$ cat src/rtl/spq_pkg.sv
// Package for the stable priority queue: transaction structs, status codes,
// controller/datapath command and status groups. No dependencies.
package spq_pkg;

	localparam int DEPTH_DEF = 16;
	localparam int PRI_W     = 8;
	localparam int TAG_W     = 16;
	localparam int OCC_W     = 5;
	localparam int STATUS_W  = 2;

	localparam logic OP_INSERT = 1'b0;
	localparam logic OP_REMOVE = 1'b1;

	localparam logic [STATUS_W-1:0] ST_DONE  = 2'd0;
	localparam logic [STATUS_W-1:0] ST_FULL  = 2'd1;
	localparam logic [STATUS_W-1:0] ST_EMPTY = 2'd2;

	// what the response register is loaded with
	localparam logic [1:0] RES_DONE  = 2'd0;
	localparam logic [1:0] RES_FULL  = 2'd1;
	localparam logic [1:0] RES_EMPTY = 2'd2;
	localparam logic [1:0] RES_POP   = 2'd3;

	typedef struct packed {
		logic             operation;
		logic [PRI_W-1:0] entry_priority;
		logic [TAG_W-1:0] entry_tag;
	} req_t;

	typedef struct packed {
		logic [STATUS_W-1:0] status;
		logic [TAG_W-1:0]    front_tag;
		logic [PRI_W-1:0]    front_priority;
		logic [OCC_W-1:0]    occupancy;
	} rsp_t;

	typedef struct packed {
		logic [PRI_W-1:0] pri;
		logic [TAG_W-1:0] tag;
	} slot_t;

	typedef struct packed {
		logic       load;      // latch request, k = count
		logic       rd_front;  // read slot at head
		logic       rd_prev;   // read logical slot k-1
		logic       shift;     // move read slot into logical slot k, k--
		logic       place;     // write new entry at logical slot k, count++
		logic       pop;       // advance head, count--
		logic       rsp_load;  // load response register
		logic [1:0] rsp_kind;
	} cmd_t;

	typedef struct packed {
		logic is_insert;
		logic full;
		logic empty;
		logic k_zero;
		logic prev_lower;      // slot read is of strictly lower priority
		logic rsp_free;
	} sts_t;

endpackage

$ cat src/rtl/spq_ctrl.sv
// Controller state machine for the stable priority queue.
// Depends on spq_pkg for the command and status groups.
module spq_ctrl (
	input  logic           clk,
	input  logic           arst_n,
	input  logic           req_valid,
	output logic           req_stall,
	input  spq_pkg::sts_t  sts,
	output spq_pkg::cmd_t  cmd
);

	localparam logic [2:0] S_IDLE    = 3'd0;
	localparam logic [2:0] S_DECIDE  = 3'd1;
	localparam logic [2:0] S_INS_RD  = 3'd2;
	localparam logic [2:0] S_INS_CMP = 3'd3;
	localparam logic [2:0] S_RM_WAIT = 3'd4;
	localparam logic [2:0] S_RESP    = 3'd5;

	logic [2:0] state_q, state_d;
	logic [1:0] res_q, res_d;

	assign req_stall = (state_q != S_IDLE);

	always_comb begin
		state_d = state_q;
		res_d   = res_q;
		cmd     = '0;
		unique case (state_q)
			S_IDLE: begin
				if (req_valid) begin
					cmd.load = 1'b1;
					state_d  = S_DECIDE;
				end
			end
			S_DECIDE: begin
				if (sts.is_insert) begin
					if (sts.full) begin
						res_d   = spq_pkg::RES_FULL;
						state_d = S_RESP;
					end else begin
						state_d = S_INS_RD;
					end
				end else begin
					if (sts.empty) begin
						res_d   = spq_pkg::RES_EMPTY;
						state_d = S_RESP;
					end else begin
						cmd.rd_front = 1'b1;
						state_d      = S_RM_WAIT;
					end
				end
			end
			S_INS_RD: begin
				if (sts.k_zero) begin
					cmd.place = 1'b1;
					res_d     = spq_pkg::RES_DONE;
					state_d   = S_RESP;
				end else begin
					cmd.rd_prev = 1'b1;
					state_d     = S_INS_CMP;
				end
			end
			S_INS_CMP: begin
				if (sts.prev_lower) begin
					cmd.shift = 1'b1;
					state_d   = S_INS_RD;
				end else begin
					cmd.place = 1'b1;
					res_d     = spq_pkg::RES_DONE;
					state_d   = S_RESP;
				end
			end
			S_RM_WAIT: begin
				cmd.pop = 1'b1;
				res_d   = spq_pkg::RES_POP;
				state_d = S_RESP;
			end
			S_RESP: begin
				if (sts.rsp_free) begin
					cmd.rsp_load = 1'b1;
					cmd.rsp_kind = res_q;
					state_d      = S_IDLE;
				end
			end
			default: begin
				state_d = S_IDLE;
			end
		endcase
	end

	always_ff @(posedge clk or negedge arst_n) begin
		if (!arst_n) begin
			state_q <= S_IDLE;
			res_q   <= spq_pkg::RES_DONE;
		end else begin
			state_q <= state_d;
			res_q   <= res_d;
		end
	end

endmodule

$ cat src/rtl/spq_dp.sv
// Datapath for the stable priority queue: circular slot memory, head and
// count registers, scan index, compare and response register. Uses spq_pkg.
module spq_dp #(
	parameter int DEPTH = spq_pkg::DEPTH_DEF
) (
	input  logic           clk,
	input  logic           arst_n,
	input  spq_pkg::req_t  req,
	input  spq_pkg::cmd_t  cmd,
	output spq_pkg::sts_t  sts,
	output logic           rsp_valid,
	input  logic           rsp_stall,
	output spq_pkg::rsp_t  rsp
);

	localparam int AW = $clog2(DEPTH);
	localparam int CW = $clog2(DEPTH + 1);

	spq_pkg::slot_t mem [DEPTH];

	logic [AW-1:0]             head_q;
	logic [CW-1:0]             count_q;
	logic [CW-1:0]             k_q;
	logic                      op_q;
	logic [spq_pkg::PRI_W-1:0] pri_q;
	logic [spq_pkg::TAG_W-1:0] tag_q;
	spq_pkg::slot_t            rd_q;
	logic                      rsp_valid_q;
	spq_pkg::rsp_t             rsp_q;

	logic [AW-1:0] waddr, prev_addr, raddr, head_nxt;

	// logical slot index to memory address, wrapping once past the end
	function automatic logic [AW-1:0] phys(input logic [AW-1:0] base,
	                                       input logic [CW-1:0] idx);
		logic [CW:0] sum;
		sum = (CW+1)'(base) + (CW+1)'(idx);
		if (sum >= (CW+1)'(DEPTH))
			sum = sum - (CW+1)'(DEPTH);
		return sum[AW-1:0];
	endfunction

	assign waddr     = phys(head_q, k_q);
	assign prev_addr = phys(head_q, k_q - CW'(1));
	assign raddr     = cmd.rd_front ? head_q : prev_addr;
	assign head_nxt  = (head_q == AW'(DEPTH - 1)) ? '0 : head_q + AW'(1);

	always_ff @(posedge clk) begin
		if (cmd.shift)
			mem[waddr] <= rd_q;
		else if (cmd.place)
			mem[waddr] <= '{pri: pri_q, tag: tag_q};
		if (cmd.rd_front || cmd.rd_prev)
			rd_q <= mem[raddr];
	end

	always_ff @(posedge clk) begin
		if (cmd.load) begin
			op_q  <= req.operation;
			pri_q <= req.entry_priority;
			tag_q <= req.entry_tag;
		end
	end

	always_ff @(posedge clk or negedge arst_n) begin
		if (!arst_n) begin
			head_q  <= '0;
			count_q <= '0;
			k_q     <= '0;
		end else begin
			if (cmd.load)
				k_q <= count_q;
			else if (cmd.shift)
				k_q <= k_q - CW'(1);
			if (cmd.place)
				count_q <= count_q + CW'(1);
			else if (cmd.pop)
				count_q <= count_q - CW'(1);
			if (cmd.pop)
				head_q <= head_nxt;
		end
	end

	always_ff @(posedge clk or negedge arst_n) begin
		if (!arst_n)
			rsp_valid_q <= 1'b0;
		else if (cmd.rsp_load)
			rsp_valid_q <= 1'b1;
		else if (!rsp_stall)
			rsp_valid_q <= 1'b0;
	end

	always_ff @(posedge clk) begin
		if (cmd.rsp_load) begin
			rsp_q.occupancy      <= spq_pkg::OCC_W'(count_q);
			rsp_q.front_tag      <= (cmd.rsp_kind == spq_pkg::RES_POP) ? rd_q.tag : '0;
			rsp_q.front_priority <= (cmd.rsp_kind == spq_pkg::RES_POP) ? rd_q.pri : '0;
			unique case (cmd.rsp_kind)
				spq_pkg::RES_DONE:  rsp_q.status <= spq_pkg::ST_DONE;
				spq_pkg::RES_FULL:  rsp_q.status <= spq_pkg::ST_FULL;
				spq_pkg::RES_EMPTY: rsp_q.status <= spq_pkg::ST_EMPTY;
				spq_pkg::RES_POP:   rsp_q.status <= spq_pkg::ST_DONE;
				default: rsp_q.status <= spq_pkg::ST_DONE;
			endcase
		end
	end

	assign sts.is_insert  = (op_q == spq_pkg::OP_INSERT);
	assign sts.full       = (count_q == CW'(DEPTH));
	assign sts.empty      = (count_q == '0);
	assign sts.k_zero     = (k_q == '0);
	assign sts.prev_lower = (rd_q.pri < pri_q);
	assign sts.rsp_free   = !rsp_valid_q || !rsp_stall;

	assign rsp_valid = rsp_valid_q;
	assign rsp       = rsp_q;

endmodule

$ cat src/rtl/stable_priority_queue.sv
// Stable priority queue, one transaction at a time over a single-port slot memory.
// A remove reads the head slot, then pops it; a full insert or an empty remove goes
// straight to the response. An insert moves entries back one slot at a time, each
// move taking a registered memory read and a compare. Response valid as the
// controller returns to idle; a stalled response holds the controller until it can be loaded.
// arst_n clears head, count, state and response valid; slot memory is not reset.
module stable_priority_queue #(
	parameter int DEPTH = spq_pkg::DEPTH_DEF
) (
	input  logic          clk,
	input  logic          arst_n,
	input  logic          req_valid,
	output logic          req_stall,
	input  spq_pkg::req_t req,
	output logic          rsp_valid,
	input  logic          rsp_stall,
	output spq_pkg::rsp_t rsp
);

	spq_pkg::cmd_t cmd;
	spq_pkg::sts_t sts;

	spq_ctrl u_ctrl (
		.clk       (clk),
		.arst_n    (arst_n),
		.req_valid (req_valid),
		.req_stall (req_stall),
		.sts       (sts),
		.cmd       (cmd)
	);

	spq_dp #(
		.DEPTH (DEPTH)
	) u_dp (
		.clk       (clk),
		.arst_n    (arst_n),
		.req       (req),
		.cmd       (cmd),
		.sts       (sts),
		.rsp_valid (rsp_valid),
		.rsp_stall (rsp_stall),
		.rsp       (rsp)
	);

endmodule

$ cat config.mk
export PLATFORM = sky130hd
export DESIGN_NAME = stable_priority_queue
export DESIGN_NICKNAME = d
export VERILOG_FILES = /design/src/rtl/spq_pkg.sv /design/src/rtl/spq_ctrl.sv /design/src/rtl/spq_dp.sv /design/src/rtl/stable_priority_queue.sv
export SDC_FILE = /design/constraint.sdc
export NUM_CORES = 1
export LEC_CHECK = 0
export BUFFER_PORTS_ARGS = -buffer_cell sky130_fd_sc_hd__buf_4
export CAP_MARGIN = 20
export CORE_ASPECT_RATIO = 1.75
export CORE_MARGIN = 4
export CORE_UTILIZATION = 54
export DETAILED_ROUTE_END_ITERATION = 8
export PLACE_DENSITY = 0.79
export RECOVER_POWER = 100
export SLEW_MARGIN = 0
export SYNTH_ARGS = -nofsm -noshare
export SYNTH_HDL_FRONTEND = slang
export SYNTH_SLANG_ARGS = --single-unit
export TNS_END_PERCENT = 20
$ cat constraint.sdc
create_clock -name clk -period 4.2 [get_ports clk]
set_input_delay 0.42 -clock clk [delete_from_list [all_inputs] [get_ports clk]]
set_output_delay 0.42 -clock clk [all_outputs]
set_load 0.01 [all_outputs]
## Word level (Yosys, flattened, before mapping)

Memory sizes are Yosys's and may differ from the RTL's. A register that Yosys moved wholly into a read port is not among the register bits.
Cells that the tools add are included.

| word-level totals | value |
|---|---|
| register bits | 76 |
| memory bits (writable) | 384 |
| input port bits | 29 |
| output and inout port bits | 33 |
| logic and storage cells | 104 |
| memories kept | 1 |

Memories:

| memory | words | bits a word | read ports | clocked after memory_dff | write ports | RTL line | RTL |
|---|---|---|---|---|---|---|---|
| u_dp.mem | 16 | 24 | 1 | 1 | 1 | spq_dp.sv:19 | `spq_pkg::slot_t mem [DEPTH];` |

| cells by class | value |
|---|---|
| add/subtract/negate cells | 8 |
| order comparisons | 3 |
| equality and inequality tests | 17 |
| multiplexer cells | 46 |
| bitwise operators | 1 |
| reductions and logical operators | 15 |

Operator list:

| kind | number |
|---|---|
| $mux W24 | 1 |
| $mux W3 | 8 |
| $mux W1 | 20 |
| $mux W5 | 4 |
| $pmux W3 S6 | 1 |
| $mux W4 | 4 |
| $add A4 B5 Y6 | 2 |
| $ge A6 B5 Y1 const B | 2 |
| $logic_not A5 Y1 | 2 |
| $mux W2 | 5 |
| $sub A5 B1 Y5 const B | 2 |
| $lt A8 B8 Y1 | 1 |
| $ne A2 B2 Y1 const B | 4 |
| $pmux W2 S4 | 1 |
| $sub A4 B1 Y4 const B | 2 |
| $eq A3 B2 Y1 const B | 2 |
| $eq A3 B3 Y1 const B | 2 |
| $pmux W2 S3 | 1 |
| $add A5 B1 Y5 const B | 1 |
| $eq A5 B5 Y1 const B | 1 |
| $reduce_and A5 Y1 | 1 |
| $add A4 B1 Y4 const B | 1 |
| $eq A2 B2 Y1 const B | 2 |
| $eq A4 B4 Y1 const B | 1 |
| 16 further kinds | 19 |

## Depth between registers and ports, before layout

| logic depth | value |
|---|---|
| depth in word-level cells | 7 |
| depth in mapped cells | 15 |
| depth with buffers taken out | 13 |

## Hierarchy

A second synthesis with hierarchy kept.

| unflattened totals | value |
|---|---|
| cell total of the unflattened synthesis | 939 |
| area total of the unflattened synthesis | 19238.5 sq um |

Modules (own cells, without submodules):

| module | times used | cells an instance | area an instance (sq um) | sequential area each (sq um) |
|---|---|---|---|---|
| spq_dp | 1 | 887 | 18835.6 | 14308.7 |
| spq_ctrl | 1 | 52 | 402.9 | 125.1 |

## Worst setup path before layout

Ideal clock, no wire load.

| timing | value |
|---|---|
| path type | flip-flop to flip-flop |
| start point | register u_dp.k_q[0] |
| end point | memory u_dp.mem[2][0] in the netlist's numbering, enable pin |
| library setup time | 0.405 ns |
| arrival | 3.070 ns |
| required time | 3.795 ns |
| slack | 0.725 ns |
| stages on the path, launching flop included | 8 |
| path buffers | 3 |
| period minus slack after synthesis | 3.475 ns |
| cell sequence | dfrtp_1 > inv_1 > ha_1 > clkbuf_1 > buf_1 > buf_1 > nand3_1 > nor2_1 |

| on the way | value |
|---|---|
| word-level cells in the longest chain between the ends | 7 |
| elaborated cells between the ends (all ways) | 11 |
| those cells by class | 2 x add/sub; 1 x order compare; 6 x mux; 1 x bitwise; 1 x reduce/logical |

Ends and longest elaborated chain:

| what | RTL line | RTL |
|---|---|---|
| start, declared | spq_dp.sv:23 | `logic [CW-1:0] k_q;` |
| start signal, assigned | spq_dp.sv:72 | `k_q <= count_q;` |
| start signal, assigned | spq_dp.sv:74 | `k_q <= k_q - CW'(1);` |
| parallel branches: the longest is 7 deep, another holds $add A4 B5 Y6 | - |  |
| end, declared | spq_dp.sv:19 |  |

Several ways; the timed one is not identified.

## Final worst setup path

| timing | value |
|---|---|
| start point | register u_dp.head_q[0] |
| end point | memory u_dp.mem[10][10] in the netlist's numbering, enable pin |

| on the way | value |
|---|---|
| word-level cells in the longest chain between the ends | 3 |
| elaborated cells between the ends (all ways) | 4 |
| those cells by class | 2 x add/sub; 1 x order compare; 1 x mux |

Ends and longest elaborated chain:

| what | RTL line | RTL |
|---|---|---|
| start, declared | spq_dp.sv:21 | `logic [AW-1:0] head_q;` |
| start signal, assigned | spq_dp.sv:80 | `head_q <= head_nxt;` |
| $add A4 B5 Y6 (*) | spq_dp.sv:37 | `sum = (CW+1)'(base) + (CW+1)'(idx);` |
| $ge A6 B5 Y1 / $sub A4 B1 Y4 (equally long branches) | spq_dp.sv:38, spq_dp.sv:39 |  |
| $mux W4 (*) | spq_dp.sv:38 | `if (sum >= (CW+1)'(DEPTH))` |

Every way passes the cells marked *; elsewhere a longest branch is shown, timed or not.

==> flow_summary.ini <==
[status]
status = complete, but fails checks
violations = max-capacitance violations, max-slew violations

[place]
port_buffers = 61
place_congestion = 0.882
hpwlAfterDp_um = 36000

[synth]
synthTopCellsByArea = edfxtp_1 62%, a21oi_1 4.6%, nor2_1 3.7%
avgSynthCellArea_um2 = 12.0
syn-instance-count = 1881
syn-cell-area_um2 = 22600
syn-num-nets = 1932
yosys.area.top_type_share_pct = 61.8
synth_edf_count = 464
yosys.area.top_type = edfxtp_1
yosysSeqAreaShare_pct = 64.0
ys.warnings.count = 0
ys.flop_type = edfxtp_1
ys_async_sr_fraction_pct = 4.13
ys_seq_elements = 484
synthDistinctLibCells = 51

[setup_path]
worstPathCellList = clkbuf_2 -> ha_1 -> fa_1 -> xnor2_1 -> nand2_1 -> nor2_1 -> buf_4
cpLargestDelayFamily = buffers and inverters
path_class = flop to flop
path_max_fanout = 41
critical_path.max_stage_delay_ns = 0.60
endpoint_kind = flop
cp_slowest_cell = clkbuf_2
cp_num_buf_inv = 2
critPathArrivalTime_ns = 3.98
cp.required_ns = 4.42
cp-start-kind = flop

[floorplan]
ioPinCount = 62
core-area_um2 = 41100
start_util_pct = 54.9
die_y_um = 278
fp-row-count = 98
dieArea_um2 = 45200
die_x_um = 162

[drt]
ant_nets = 0
routedWlPerCell_um = 23.7
drt-initial-drc-count = 1897
drc = 0
via_count = 16300
drt-pass1-iter-count = 6
routed_via_density = 6.53
wl_um = 59100

[sta]
setup_violations = 0
rsz0062_at_grt = false
fin_crit_ns = 3.76
fmaxAchievable_mhz = 266
timing.final.hold_violations = 0
finClkSkew_ns = 0.0223
worstMarginPinSlew_ns = 1.91
slew_headroom_pct = -27.4
tns_ns = 0
slew_violations = 25
timing.final.crit_share_pct = 89.6

[cells_and_area]
seqCellArea_um2 = 14400
fill_cells = 3053
num_antenna_cells = 0
nNetsFinal = 1961
drive_above_1_share_pct = 9.01
syn2layout_area_growth_pct = 10.6
multi_input_area_um2 = 7450

[global_routing]
grt_max_degree = 121
antenna_found_initial = 0
overflow = 0
grt_usage_pct = 25.5
grt_pass1_vias = 16400
grt_pass1_wl_um = 90500

[clock_tree]
clock_path_buffers = 3
cts_sinks = 484
cts_max_level = 2
ctsRootBufferMaster = clkbuf_16
clk_pin_slew_ns = 0.07
insertion_delay_ns = 0.56
post_cts_buffers = 0
cts_buffers = 41
cts_tree = built

[min_path]
hp-class = primary input to flop

[run]
cap_viol_max_count = 1
## flip-flops by register name (all words and copies together) (netlist names)
register / count
u_dp.k_q: 5
u_dp.rsp_valid: 1
u_dp.pri_q: 8
u_dp.mem: 384
u_dp.tag_q: 16
u_dp.count_q: 5
u_dp.op_q: 1
u_dp.rsp: 31
u_dp.head_q: 4
u_ctrl.state_q: 3
u_dp.rd_q: 24
u_ctrl.res_q: 2
## cell type report
cell class	instances	share of cell area, %
flip-flops and latches	484	57.9
repair buffers	125	3.38
inverters	43	0.647
well taps	550	2.76
clock buffers	52	4.49
clock inverters	24	1.00
multi-input cells	1215	29.9
## placed cells by master (no fill, tap or decap), drive strengths merged, types with 12 or more instances in the layout
cell type  instances
a2111oi           12
a211oi            39
a21boi            26
a21o              33
a21oi            209
a311oi            24
a31oi             15
and2              38
buf               45
clkbuf           131
clkinv            17
dfrtp             20
edfxtp           464
ha                19
inv               43
mux2              41
mux2i             56
nand2            115
nand2b            49
nand3             40
nor2             225
nor2b             16
nor3              53
nor4              24
o211ai            14
o21ai             39
o22ai             39
o311ai            12
o32a              23
o32ai             12
## synth_stat cells (14+ instances only)
| library cell | n |
|---|---|
| edfxtp_1 | 464 |
| nor2_1 | 225 |
| a21oi_1 | 209 |
| nand2_1 | 115 |
| clkbuf_1 | 92 |
| mux2i_1 | 54 |
| nor3_1 | 53 |
| nand2b_1 | 49 |
| mux2_2 | 41 |
| inv_1 | 40 |
| nand3_1 | 40 |
| a211oi_1 | 39 |
| o22ai_1 | 39 |
| and2_1 | 38 |
| o21ai_0 | 38 |
| buf_2 | 35 |
| a21o_1 | 33 |
| a21boi_0 | 26 |
| a311oi_1 | 24 |
| nor4_1 | 24 |
| o32a_1 | 23 |
| dfrtp_1 | 20 |
| ha_1 | 19 |
| nor2b_1 | 16 |
| a31oi_1 | 15 |
| o211ai_1 | 14 |
## kinds of logic after synthesis
family / Yosys count / synth area share [%]
xor gates and xnor gates: 19 / 0.738
adders and majority gates: 22 / 1.32
and+or+nand+nor: 570 / 11.6
muxes: 97 / 4.64
DFF: 484 / 64.0
AOI/OAI and AO/OA: 507 / 14.5
buffers and inverters: 182 / 3.27
## worst reg2reg max path, delay by kind of cell (launching register included)
family        cells  cell delay, ns
buf+inv           2            1.07
fa+ha+maj         2            1.00
simple gates      2            0.69
flops             1            0.40
xor+xnor          1            0.26
## what timing repair did
action                     CTS  global route
resized for setup            0             0
setup endpoints to repair    0             0
hold endpoints to repair    20             0
hold buffers                 1             0
## layer usage
metal  share of wire, %  global-route usage (%)  up-vias
met5                  0                       0        -
met4                5.2                    13.4        0
met3                9.0                    3.66      223
met2                 51                    44.4     1011
met1                 35                    30.5     7916
li1                   -                       -     7141
## worst paths after layout
| kind | start | slack (ns) | cells after the start | end |
|---|---|---|---|---|
| setup / recovery | u_dp.head_q[0]$_DFFE_PN0P_ | 0.44 | 7 | u_dp.mem[10][10]$_DFFE_PP_ |
| hold / removal | req[7] | 0.06 | 1 | u_dp.tag_q[7]$_DFFE_PP_ |
| setup reg to reg | u_dp.head_q[0]$_DFFE_PN0P_ | 0.44 | 7 | u_dp.mem[10][10]$_DFFE_PP_ |
| hold reg to reg | u_dp.rd_q[8]$_DFFE_PP_ | 0.55 | 1 | u_dp.rsp[21]$_SDFFCE_PP0P_ |
| max in group asynchronous | arst_n | 2.72 | 2 | u_dp.head_q[1]$_DFFE_PN0P_ |
| min in group asynchronous | arst_n | 0.63 | 2 | u_dp.count_q[3]$_DFFE_PN0P_ |
## stage by stage
step / instances / instance area, µm² / utilization [%] / hold WS [ns] / worst slack [ns]
final: 2493 / 25000 / 60.7 / 0.0566 / 0.439
after global routing: 2493 / 25000 / 60.7 / 0.0405 / 0.353
after CTS: 2493 / 25200 / 61.4 / 0.0152 / 0.763
after detailed placement: 2416 / 23800 / 58.0 / 0.322 / 0.809
after global placement: 2415 / 23800 / 58.0 / 0.320 / 0.867
after floorplan: 1881 / 22600 / - / 0.124 / 0.725
Power is left out: the tool's default activity adds up to more than one toggle a clock period on the data nets, which glitch-free logic cannot reach.
